<file path="config.mk">
export PLATFORM = sky130hd
export DESIGN_NAME = multiboot2_tag_stream_parser_unit
export DESIGN_NICKNAME = d
export VERILOG_FILES = /design/src/hdl/mb2tp_pkg.sv /design/src/hdl/mb2tp_front.sv /design/src/hdl/mb2tp_queue.sv /design/src/hdl/mb2tp_back.sv /design/src/hdl/multiboot2_tag_stream_parser_unit.sv
export SDC_FILE = /design/constraint.sdc
export NUM_CORES = 2
export LEC_CHECK = 0
export ABC_AREA = 1
export ABC_CLOCK_PERIOD_IN_PS = 47400
export CORE_UTILIZATION = 35
export DETAILED_ROUTE_END_ITERATION = 6
export DONT_BUFFER_PORTS = 1
export PLACE_DENSITY = 0.46
export SYNTH_ARGS = -nofsm -noshare
export SYNTH_HDL_FRONTEND = slang
export SYNTH_SLANG_ARGS = --single-unit
</file>
<file path="constraint.sdc">
create_clock -name clk -period 47.4 [get_ports clk]
set_input_delay 7.11 -clock clk [delete_from_list [all_inputs] [get_ports clk]]
set_output_delay 7.11 -clock clk [all_outputs]
set_load 0.05 [all_outputs]
</file>
<file path="src/hdl/mb2tp_pkg.sv">
// Package for the Multiboot2 tag stream parser.
// Result record type, phase codes and status codes. No dependencies.
package mb2tp_pkg;

	localparam logic [1:0] KIND_REGION = 2'd0;
	localparam logic [1:0] KIND_FB     = 2'd1;
	localparam logic [1:0] KIND_DONE   = 2'd2;

	localparam logic [2:0] ST_OK       = 3'd0;
	localparam logic [2:0] ST_BAD_BASE = 3'd1;
	localparam logic [2:0] ST_SHORT    = 3'd2;
	localparam logic [2:0] ST_OVERRUN  = 3'd3;
	localparam logic [2:0] ST_ENTRY    = 3'd4;
	localparam logic [2:0] ST_TOO_MANY = 3'd5;
	localparam logic [2:0] ST_NO_MAP   = 3'd6;

	localparam logic [31:0] TAG_END     = 32'd0;
	localparam logic [31:0] TAG_CMDLINE = 32'd1;
	localparam logic [31:0] TAG_MMAP    = 32'd6;
	localparam logic [31:0] TAG_FB      = 32'd8;
	localparam logic [31:0] TAG_ACPI1   = 32'd14;
	localparam logic [31:0] TAG_ACPI2   = 32'd15;

	typedef enum logic [5:0] {
		PH_IDLE   = 6'b000001,
		PH_HEADER = 6'b000010,
		PH_TYPE   = 6'b000100,
		PH_SIZE   = 6'b001000,
		PH_BODY   = 6'b010000,
		PH_DONE   = 6'b100000
	} phase_t;

	typedef struct packed {
		logic [1:0]  kind;
		logic [63:0] base;
		logic [63:0] len;
		logic [31:0] rtype;
		logic [31:0] pitch;
		logic [31:0] width;
		logic [31:0] height;
		logic [7:0]  bpp;
		logic [7:0]  fmt;
		logic [12:0] count;
		logic [2:0]  status;
		logic        last;
	} result_t;

	// up to two results per word
	typedef struct packed {
		logic    v0;
		logic    v1;
		result_t r0;
		result_t r1;
	} pair_t;

endpackage

</file>
<file path="src/hdl/mb2tp_front.sv">
// Front part: accepts words, walks tags and classifies results.
// Depends on mb2tp_pkg.
module mb2tp_front #(
	parameter int MAX_REGIONS = 64,
	parameter int CW = 7
) (
	input  logic                clk,
	input  logic                arst_n,
	input  logic [63:0]         cfg_base,
	input  logic                in_go,
	input  logic                start_req,
	input  logic [31:0]         data_word,
	output mb2tp_pkg::pair_t    pair
);
	mb2tp_pkg::phase_t phase_q, ph_n;
	logic [31:0] boff_q, total_q, toff_q, kind_q, tsize_q, stride_q, eoff_q, low_q;
	logic [31:0] boff_n, total_n, toff_n, kind_n, tsize_n, stride_n, eoff_n, low_n;
	logic [63:0] rb_q, rl_q, cmd_q, rsdp_q, fba_q, g0_q, g1_q;
	logic [63:0] rb_n, rl_n, cmd_n, rsdp_n, fba_n, g0_n, g1_n;
	logic [CW-1:0] cnt_q, cnt_n;
	logic ovf_q, ovf_n;

	always_comb begin
		logic [32:0] nb, tend, tnext;
		logic [31:0] r, d, eo;
		logic [32:0] tagnx;
		logic [2:0] st_ok;
		logic fin, emitfin, emit0;
		logic [2:0] fst;
		mb2tp_pkg::result_t row;
		ph_n = phase_q; boff_n = boff_q; total_n = total_q; toff_n = toff_q;
		kind_n = kind_q; tsize_n = tsize_q; stride_n = stride_q; eoff_n = eoff_q;
		low_n = low_q; rb_n = rb_q; rl_n = rl_q; cmd_n = cmd_q; rsdp_n = rsdp_q;
		fba_n = fba_q; g0_n = g0_q; g1_n = g1_q; cnt_n = cnt_q; ovf_n = ovf_q;
		fin = 1'b0; emitfin = 1'b0; emit0 = 1'b0; fst = mb2tp_pkg::ST_OK;
		row = '0;
		nb = {1'b0, boff_q} + 33'd4;
		r = boff_q - toff_q;
		d = '0; eo = eoff_q; tend = '0; tnext = '0; tagnx = '0;
		st_ok = ovf_q ? mb2tp_pkg::ST_TOO_MANY
			: ((cnt_q == '0) ? mb2tp_pkg::ST_NO_MAP : mb2tp_pkg::ST_OK);
		if (start_req) begin
			boff_n = 32'd4; total_n = data_word; toff_n = '0; kind_n = '0; tsize_n = '0;
			stride_n = '0; eoff_n = '0; low_n = '0; cnt_n = '0; ovf_n = 1'b0;
			rb_n = '0; rl_n = '0; cmd_n = '0; rsdp_n = '0; fba_n = '0; g0_n = '0; g1_n = '0;
			if (cfg_base == 64'd0 || cfg_base[2:0] != 3'd0) begin
				fin = 1'b1; fst = mb2tp_pkg::ST_BAD_BASE;
			end else if (data_word < 32'd8) begin
				fin = 1'b1; fst = mb2tp_pkg::ST_SHORT;
			end else ph_n = mb2tp_pkg::PH_HEADER;
		end else if (phase_q != mb2tp_pkg::PH_IDLE && phase_q != mb2tp_pkg::PH_DONE) begin
			boff_n = nb[31:0];
			case (phase_q)
				mb2tp_pkg::PH_HEADER: begin
					if (total_q < 32'd16) begin
						fin = 1'b1; fst = st_ok;
					end else begin
						toff_n = 32'd8; ph_n = mb2tp_pkg::PH_TYPE;
					end
				end
				mb2tp_pkg::PH_TYPE: begin
					if (data_word == mb2tp_pkg::TAG_END) begin
						fin = 1'b1; fst = st_ok;
					end else begin
						kind_n = data_word; ph_n = mb2tp_pkg::PH_SIZE;
					end
				end
				mb2tp_pkg::PH_SIZE: begin
					if (data_word < 32'd8 ||
					    {1'b0, toff_q} + {1'b0, data_word} > {1'b0, total_q}) begin
						fin = 1'b1; fst = mb2tp_pkg::ST_OVERRUN;
					end else begin
						tsize_n = data_word;
						if (kind_q == mb2tp_pkg::TAG_CMDLINE)
							cmd_n = cfg_base + {32'd0, toff_q} + 64'd8;
						else if (kind_q == mb2tp_pkg::TAG_ACPI1 || kind_q == mb2tp_pkg::TAG_ACPI2)
							rsdp_n = cfg_base + {32'd0, toff_q} + 64'd8;
						ph_n = mb2tp_pkg::PH_BODY;
					end
				end
				mb2tp_pkg::PH_BODY: begin
					if (r < tsize_q) begin
						if (kind_q == mb2tp_pkg::TAG_MMAP) begin
							if (r == 32'd8) begin
								if (data_word < 32'd24 || data_word[1:0] != 2'd0) begin
									fin = 1'b1; fst = mb2tp_pkg::ST_ENTRY;
								end else begin
									stride_n = data_word; eoff_n = 32'd16;
								end
							end else if (r >= 32'd16 && stride_q >= 32'd24) begin
								d = r - eoff_q;
								if (d >= stride_q) begin
									eo = eoff_q + stride_q; d = d - stride_q;
								end
								eoff_n = eo;
								if ({1'b0, eo} + {1'b0, stride_q} <= {1'b0, tsize_q}) begin
									if (d == 32'd0 || d == 32'd8) low_n = data_word;
									else if (d == 32'd4) rb_n = {data_word, low_q};
									else if (d == 32'd12) rl_n = {data_word, low_q};
									else if (d == 32'd16) begin
										if ({{(32-CW){1'b0}}, cnt_q} >= 32'(MAX_REGIONS))
											ovf_n = 1'b1;
										else begin
											emit0 = 1'b1;
											row.kind = mb2tp_pkg::KIND_REGION;
											row.base = rb_q; row.len = rl_q;
											row.rtype = data_word;
											cnt_n = cnt_q + 1'b1;
										end
									end
								end
							end
						end else if (kind_q == mb2tp_pkg::TAG_FB) begin
							if (r == 32'd8) low_n = data_word;
							else if (r == 32'd12) fba_n = {data_word, low_q};
							else if (r == 32'd16) g0_n = {32'd0, data_word};
							else if (r == 32'd20) g0_n = {data_word, g0_q[31:0]};
							else if (r == 32'd24) g1_n = {32'd0, data_word};
							else if (r == 32'd28 && tsize_q >= 32'd32) begin
								emit0 = 1'b1;
								row.kind = mb2tp_pkg::KIND_FB; row.base = fba_q;
								row.pitch = g0_q[31:0]; row.width = g0_q[63:32];
								row.height = g1_q[31:0];
								row.bpp = data_word[7:0]; row.fmt = data_word[15:8];
							end
						end
					end
				end
				default: ;
			endcase
			// end-of-tag check after size or body word, unless already finished
			if (!fin && (phase_q == mb2tp_pkg::PH_SIZE || phase_q == mb2tp_pkg::PH_BODY)) begin
				tend = {1'b0, toff_q} + {1'b0, tsize_n};
				tnext = {1'b0, toff_q} + (({1'b0, tsize_n} + 33'd7) & ~33'd7);
				tagnx = tnext + 33'd8;
				if (tagnx > {1'b0, total_q}) begin
					if (nb >= tend) begin
						emitfin = 1'b1;
					end
				end else if (nb >= tnext) begin
					toff_n = tnext[31:0]; ph_n = mb2tp_pkg::PH_TYPE;
				end
			end
		end
		pair = '0;
		if (fin || emitfin) ph_n = mb2tp_pkg::PH_DONE;
		if (emitfin) fst = ovf_n ? mb2tp_pkg::ST_TOO_MANY
			: ((cnt_n == '0) ? mb2tp_pkg::ST_NO_MAP : mb2tp_pkg::ST_OK);
		begin
			mb2tp_pkg::result_t fr;
			fr = '0;
			fr.kind = mb2tp_pkg::KIND_DONE; fr.base = cmd_n; fr.len = rsdp_n;
			fr.count = 13'(cnt_n); fr.status = fst; fr.last = 1'b1;
			if (fin) begin
				pair.v0 = 1'b1; pair.r0 = fr;
			end else if (emit0) begin
				pair.v0 = 1'b1; pair.r0 = row; pair.r0.last = !emitfin;
				pair.v1 = emitfin; pair.r1 = fr;
			end else if (emitfin) begin
				pair.v0 = 1'b1; pair.r0 = fr;
			end
		end
		if (!in_go) pair.v0 = 1'b0;
		if (!in_go) pair.v1 = 1'b0;
	end

	always_ff @(posedge clk or negedge arst_n) begin
		if (!arst_n) begin
			phase_q <= mb2tp_pkg::PH_IDLE;
			boff_q <= '0; total_q <= '0; toff_q <= '0; kind_q <= '0; tsize_q <= '0;
			stride_q <= '0; eoff_q <= '0; low_q <= '0; cnt_q <= '0; ovf_q <= 1'b0;
			rb_q <= '0; rl_q <= '0; cmd_q <= '0; rsdp_q <= '0; fba_q <= '0;
			g0_q <= '0; g1_q <= '0;
		end else if (in_go) begin
			phase_q <= ph_n;
			boff_q <= boff_n; total_q <= total_n; toff_q <= toff_n; kind_q <= kind_n;
			tsize_q <= tsize_n; stride_q <= stride_n; eoff_q <= eoff_n; low_q <= low_n;
			cnt_q <= cnt_n; ovf_q <= ovf_n; rb_q <= rb_n; rl_q <= rl_n; cmd_q <= cmd_n;
			rsdp_q <= rsdp_n; fba_q <= fba_n; g0_q <= g0_n; g1_q <= g1_n;
		end
	end

`ifndef SYNTHESIS
	a_cnt_bound: assert property (@(posedge clk) disable iff (!arst_n)
		{{(32-CW){1'b0}}, cnt_q} <= 32'(MAX_REGIONS))
		else $error("region count past limit");
	a_second_is_done: assert property (@(posedge clk) disable iff (!arst_n)
		pair.v1 |-> pair.r1.kind == mb2tp_pkg::KIND_DONE && pair.v0)
		else $error("second result not a completion");
	a_done_after_fin: assert property (@(posedge clk) disable iff (!arst_n)
		(in_go && pair.v0 && pair.r0.kind == mb2tp_pkg::KIND_DONE)
		|=> phase_q == mb2tp_pkg::PH_DONE)
		else $error("completion without done phase");
`endif
endmodule

</file>
<file path="src/hdl/mb2tp_queue.sv">
// Result queue between front and back, two writes and one read per cycle.
// Depends on mb2tp_pkg.
module mb2tp_queue (
	input  logic                clk,
	input  logic                arst_n,
	input  mb2tp_pkg::pair_t    pair,
	output logic                room,
	output logic                out_v,
	output mb2tp_pkg::result_t  out_r,
	input  logic                out_take
);
	mb2tp_pkg::result_t mem_q [4];
	logic [1:0] wp_q, rp_q;
	logic [2:0] cnt_q;
	logic [1:0] nw;

	assign nw = {1'b0, pair.v0} + {1'b0, pair.v1};
	assign room = (cnt_q <= 3'd2);
	assign out_v = (cnt_q != 3'd0);
	assign out_r = mem_q[rp_q];

	always_ff @(posedge clk) begin
		if (pair.v0) mem_q[wp_q] <= pair.r0;
		if (pair.v1) mem_q[wp_q + 2'd1] <= pair.r1;
	end

	always_ff @(posedge clk or negedge arst_n) begin
		if (!arst_n) begin
			wp_q <= '0; rp_q <= '0; cnt_q <= '0;
		end else begin
			wp_q <= wp_q + nw;
			if (out_take) rp_q <= rp_q + 2'd1;
			cnt_q <= cnt_q + {1'b0, nw} - {2'b0, out_take};
		end
	end

`ifndef SYNTHESIS
	a_no_over: assert property (@(posedge clk) disable iff (!arst_n) cnt_q <= 3'd4)
		else $error("queue overflow");
	a_no_under: assert property (@(posedge clk) disable iff (!arst_n)
		out_take |-> cnt_q != 3'd0)
		else $error("queue underflow");
	a_room: assert property (@(posedge clk) disable iff (!arst_n)
		pair.v1 |-> cnt_q <= 3'd2)
		else $error("double write without room");
`endif
endmodule

</file>
<file path="src/hdl/mb2tp_back.sv">
// Back part: registered output stage presenting results to the receiver.
// Depends on mb2tp_pkg.
module mb2tp_back (
	input  logic                clk,
	input  logic                arst_n,
	input  logic                q_v,
	input  mb2tp_pkg::result_t  q_r,
	output logic                q_take,
	output logic                out_valid,
	input  logic                out_ready,
	output mb2tp_pkg::result_t  res
);
	logic v_q;
	mb2tp_pkg::result_t r_q;

	assign q_take = q_v && (!v_q || out_ready);
	assign out_valid = v_q;
	assign res = r_q;

	always_ff @(posedge clk or negedge arst_n) begin
		if (!arst_n) v_q <= 1'b0;
		else if (!v_q || out_ready) v_q <= q_v;
	end

	always_ff @(posedge clk) begin
		if (q_take) r_q <= q_r;
	end

`ifndef SYNTHESIS
	a_hold: assert property (@(posedge clk) disable iff (!arst_n)
		(v_q && !out_ready) |=> v_q && $stable(r_q))
		else $error("output changed while stalled");
	a_take: assert property (@(posedge clk) disable iff (!arst_n)
		q_take |=> v_q)
		else $error("taken result not shown");
	a_kind: assert property (@(posedge clk) disable iff (!arst_n)
		v_q |-> r_q.kind != 2'd3)
		else $error("bad result kind");
`endif
endmodule

</file>
<file path="src/hdl/multiboot2_tag_stream_parser_unit.sv">
// Top level of the Multiboot2 tag stream parser.
// Depends on mb2tp_pkg, mb2tp_front, mb2tp_queue, mb2tp_back.
//
// Input channel: in_valid/in_ready with start_req and data_word, one word
// per transfer. start_req marks word 0 (total size) of a new structure.
// Config channel: cfg_valid/cfg_ready with cfg_data, the structure base
// address; write only while idle.
// Output channel: out_valid/out_ready with one result per transfer: memory
// regions, framebuffer descriptions and one completion summary per start.
// A word yields at most two results; last marks the final one of a word.
// Throughput: one word per cycle while in_ready is high; the front walker
// updates all its state once per word. A word's results are written into the
// queue at its transfer and then into the output register that drives out_valid.
// A four-entry queue decouples the walker from the output register;
// in_ready drops when fewer than two entries are free, so a stalled
// receiver backs up the input after a few results.
// Reset clears the walker to idle, empties the queue and drops out_valid;
// words before the first start are ignored.
module multiboot2_tag_stream_parser_unit #(
	parameter int MAX_REGIONS = 64
) (
	input  logic        clk,
	input  logic        arst_n,
	input  logic        cfg_valid,
	output logic        cfg_ready,
	input  logic [63:0] cfg_data,
	input  logic        in_valid,
	output logic        in_ready,
	input  logic        start_req,
	input  logic [31:0] data_word,
	output logic        out_valid,
	input  logic        out_ready,
	output logic [1:0]  result_kind,
	output logic [63:0] result_addr,
	output logic [63:0] region_length,
	output logic [31:0] region_type,
	output logic [31:0] fb_pitch,
	output logic [31:0] fb_width,
	output logic [31:0] fb_height,
	output logic [7:0]  fb_bpp,
	output logic [7:0]  fb_format,
	output logic [6:0]  entry_count,
	output logic [2:0]  status,
	output logic        last
);
	localparam int CW = $clog2(MAX_REGIONS + 1);

	logic [63:0] base_q;
	mb2tp_pkg::pair_t pair;
	mb2tp_pkg::result_t q_r, res;
	logic room, q_v, q_take;

	assign cfg_ready = 1'b1;
	always_ff @(posedge clk or negedge arst_n) begin
		if (!arst_n) base_q <= '0;
		else if (cfg_valid) base_q <= cfg_data;
	end

	assign in_ready = room;

	mb2tp_front #(.MAX_REGIONS(MAX_REGIONS), .CW(CW)) u_front (
		.clk, .arst_n, .cfg_base(base_q), .in_go(in_valid && room),
		.start_req, .data_word, .pair
	);
	mb2tp_queue u_queue (
		.clk, .arst_n, .pair, .room, .out_v(q_v), .out_r(q_r), .out_take(q_take)
	);
	mb2tp_back u_back (
		.clk, .arst_n, .q_v, .q_r, .q_take, .out_valid, .out_ready, .res
	);

	assign result_kind   = res.kind;
	assign result_addr   = res.base;
	assign region_length = res.len;
	assign region_type   = res.rtype;
	assign fb_pitch      = res.pitch;
	assign fb_width      = res.width;
	assign fb_height     = res.height;
	assign fb_bpp        = res.bpp;
	assign fb_format     = res.fmt;
	assign entry_count   = res.count[6:0];
	assign status        = res.status;
	assign last          = res.last;
endmodule
</file>
==> results.toml <==
[sta]
tightest_slew_ps = 1390
min_period_over_period = 0.474
hold_viol = 0
drv_slew = 0
max_freq_ghz = 0.0445
whs_ps = 471
finClkSkew_ps = 57.4
layout_setup_ws_ps = 24940
setup_tns_ps = 0
setup_viol_count_final = 0
fin_crit_ps = 22460
max_slew_margin = 0.0607
rsz0062_at_grt = "no"

[setup_path]
cp_common_cell = "nand2_1"
worstSetupPathType = "primary input to flip-flop"
cp.arrival_ps = 22970
critPathRequiredTime_ps = 47910
crit_path_max_fanout = 123
max_stage_delay_ps = 870
end_kind = "flip-flop"
crit_slowest_cell = "nand2_4"
ff2ff_path_depth = 73
setup.worst_path.start_class = "primary input"

[placement]
gp_congestion = 0.934
io_buffer_count = 0
dp.cells = 18900
hpwl_um = 341000
post-place-ws_ps = 24200

[job]
max-cap-violations = 0

[synth]
synthesis.area_um2 = 120000
synth_top_area_cell = "edfxtp_1"
yosys_warnings = 0
synth_top_area_frac = 0.211
synth.net_count = 15600
syn_avg_cell_area_um2 = 8.02
ys.flop_type = "edfxtp_1"
ys_ff_latch = 2181
ys_seq_area_frac = 0.466
ys_types = 76
synth_edf_count = 845
synthTopCellsByArea = "edfxtp_1 (21%), dfrtp_1 (16%), nand2_1 (11%)"
async_flop_share = 0.347
syn_inst = 15000

[final_layout]
multi_input_area_um2 = 56400
fillers = 35400
final_cells = 19400
drive_above_1_share = 0.0640
area_growth_pct = 10.6
regArea_um2 = 55900
nets = 15200

[clocking]
ctsHoldBuffers = 0
ctsResizeCount = 0
cts_buffer_depth = 4
cts_tree = "built"
htreeDepth = 5
cts_made_buffers = 269
cts.clk_slew.worst_paths_ps = 60
cts-root-buf = "clkbuf_16"
cts_setup_buffers = 0
insertion_delay_ps = 940
clock-sinks = 2181

[floorplan]
die_h_um = 588
die_area_um2 = 345000
initial_core_util = 0.353
boundaryPins = 390
core_area_um2 = 341000
rows = 214
die_x_um = 588

[worst_hold_path]
hold_path_depth = 2
hp-class = "flip-flop to flip-flop"

[grt]
grt_max_degree = 231
grt-ovfl-total = 0
grt_pass1_vias = 98400
grt_use_total = 0.281
antenna_found_initial = 52
grt_pass1_wl_um = 718000

[detailed_routing]
vias = 106000
totalWireLength_um = 500000
wl_per_cell_um = 25.8
ant_nets = 0
first_pass_iters = 7
drc_errors = 3
vias_per_cell = 5.47
initialDrtViolationCount = 11400

[status]
violations = "DRC"
outcome = "finished, violations left"
==> state kept, by name, summed over array words and instances, names as in the netlist, 2 cells and up <==
register,cells
u_front.phase_q,6
u_front.kind_q,32
u_front.rb_q,64
u_front.cnt_q,7
u_front.toff_q,32
base_q,64
u_queue.wp_q,2
u_front.tsize_q,32
u_front.total_q,32
u_front.stride_q,32
u_front.rsdp_q,64
u_queue.mem_q,1140
u_front.fba_q,64
u_front.low_q,32
u_queue.cnt_q,3
u_front.g1_q,32
u_front.boff_q,30
u_back.res,285
u_front.cmd_q,64
u_front.eoff_q,32
u_front.g0_q,64
u_front.rl_q,64
u_queue.rp_q,2
==> layer usage <==
| metal | vias up | GRT usage | wire length (µm) |
|---|---|---|---|
| li1 | 50100 | - | - |
| met1 | 51500 | 0.406 | 230000 |
| met2 | 3944 | 0.420 | 214000 |
| met3 | 624 | 0.0486 | 38200 |
| met4 | 8 | 0.0950 | 17900 |
| met5 | - | 0 | 52 |
==> synth_stat cells, drive strengths merged (18+ instances only) <==
cell type,count
xnor2,71
o21bai,24
nor2,1338
dfxtp,580
a21oi,553
inv,1192
o22ai,388
o32ai,32
clkbuf,578
or2,20
o21a,36
a31oi,24
o211ai,43
ha,515
nand3b,21
nand3,1383
mux2,67
nor4,73
xor2,217
nand2,3604
a21boi,18
buf,241
edfxtp,845
nor3,98
o21ai,1987
nand4,164
dfrtp,755
==> worst paths after layout <==
path / startpoint / to / slack, ps
worst min register to register: u_queue.mem_q[2][107] / u_queue.mem_q[2][107] / 470
worst min-delay path: u_queue.mem_q[2][107] / u_queue.mem_q[2][107] / 470
max in group asynchronous: arst_n / u_queue.rp_q[1] / 38740
worst max register to register: u_front.toff_q[9] / u_queue.mem_q[3][220] / 30390
worst max-delay path: data_word[2] / u_queue.mem_q[3][220] / 24940
min in group asynchronous: arst_n / u_front.toff_q[17] / 5930
==> logic make-up (layout without fill, tap and decap cells) <==
logic type      count (synthesis)  after routing  synth area share
flops                        2181           2181             0.466
xor+xnor                      288            288            0.0211
buf+inv                      2014           1876            0.0671
compound gates               3171           3171             0.142
mux                            70             70           0.00653
simple gates                 6730           6730             0.242
other cells                     1             27         0.0000312
fa+ha+maj                     524            524            0.0552
==> final cells by class <==
cell class / instances / share of cell area
Antenna cell: 26 / 0.000490
Clock buffer: 393 / 0.0575
Clock inverter: 103 / 0.00770
Inverter: 1195 / 0.0342
Multi-Input combinational cell: 10800 / 0.425
Sequential cell: 2181 / 0.421
Tap cell: 4536 / 0.0427
Timing Repair Buffer: 185 / 0.0120
==> layout by cell type, fill, tap and decap left out, drive strengths merged, types with 26 or more instances in the layout <==
master,Yosys,layout
nand2,3604,3604
o21ai,1987,1987
nand3,1383,1383
nor2,1338,1338
inv,1192,1209
edfxtp,845,845
dfrtp,755,755
dfxtp,580,580
a21oi,553,553
ha,515,515
clkbuf,578,393
o22ai,388,388
xor2,217,217
buf,241,185
nand4,164,164
nor3,98,98
clkinv,3,74
nor4,73,73
xnor2,71,71
mux2,67,67
o211ai,43,43
o21a,36,36
o32ai,32,32
diode,0,26
==> critical path, delay by kind of cell <==
kind            cells  cell delay (ps)
simple gates       30             5270
xor+xnor            2              270
compound gates     21             5790
buf+inv             6             2780
fa+ha+maj           5             1500
==> per-stage QoR <==
stage / cell area (µm²) / util
after floorplan: 120000 / -
after global placement: 124000 / 0.364
after detailed placement: 124000 / 0.364
after CTS: 133000 / 0.390
after global routing: 133000 / 0.390
final: 133000 / 0.390
Power is left out: the tool's default activity adds up to more than one toggle a clock period on the data nets, which glitch-free logic cannot reach.
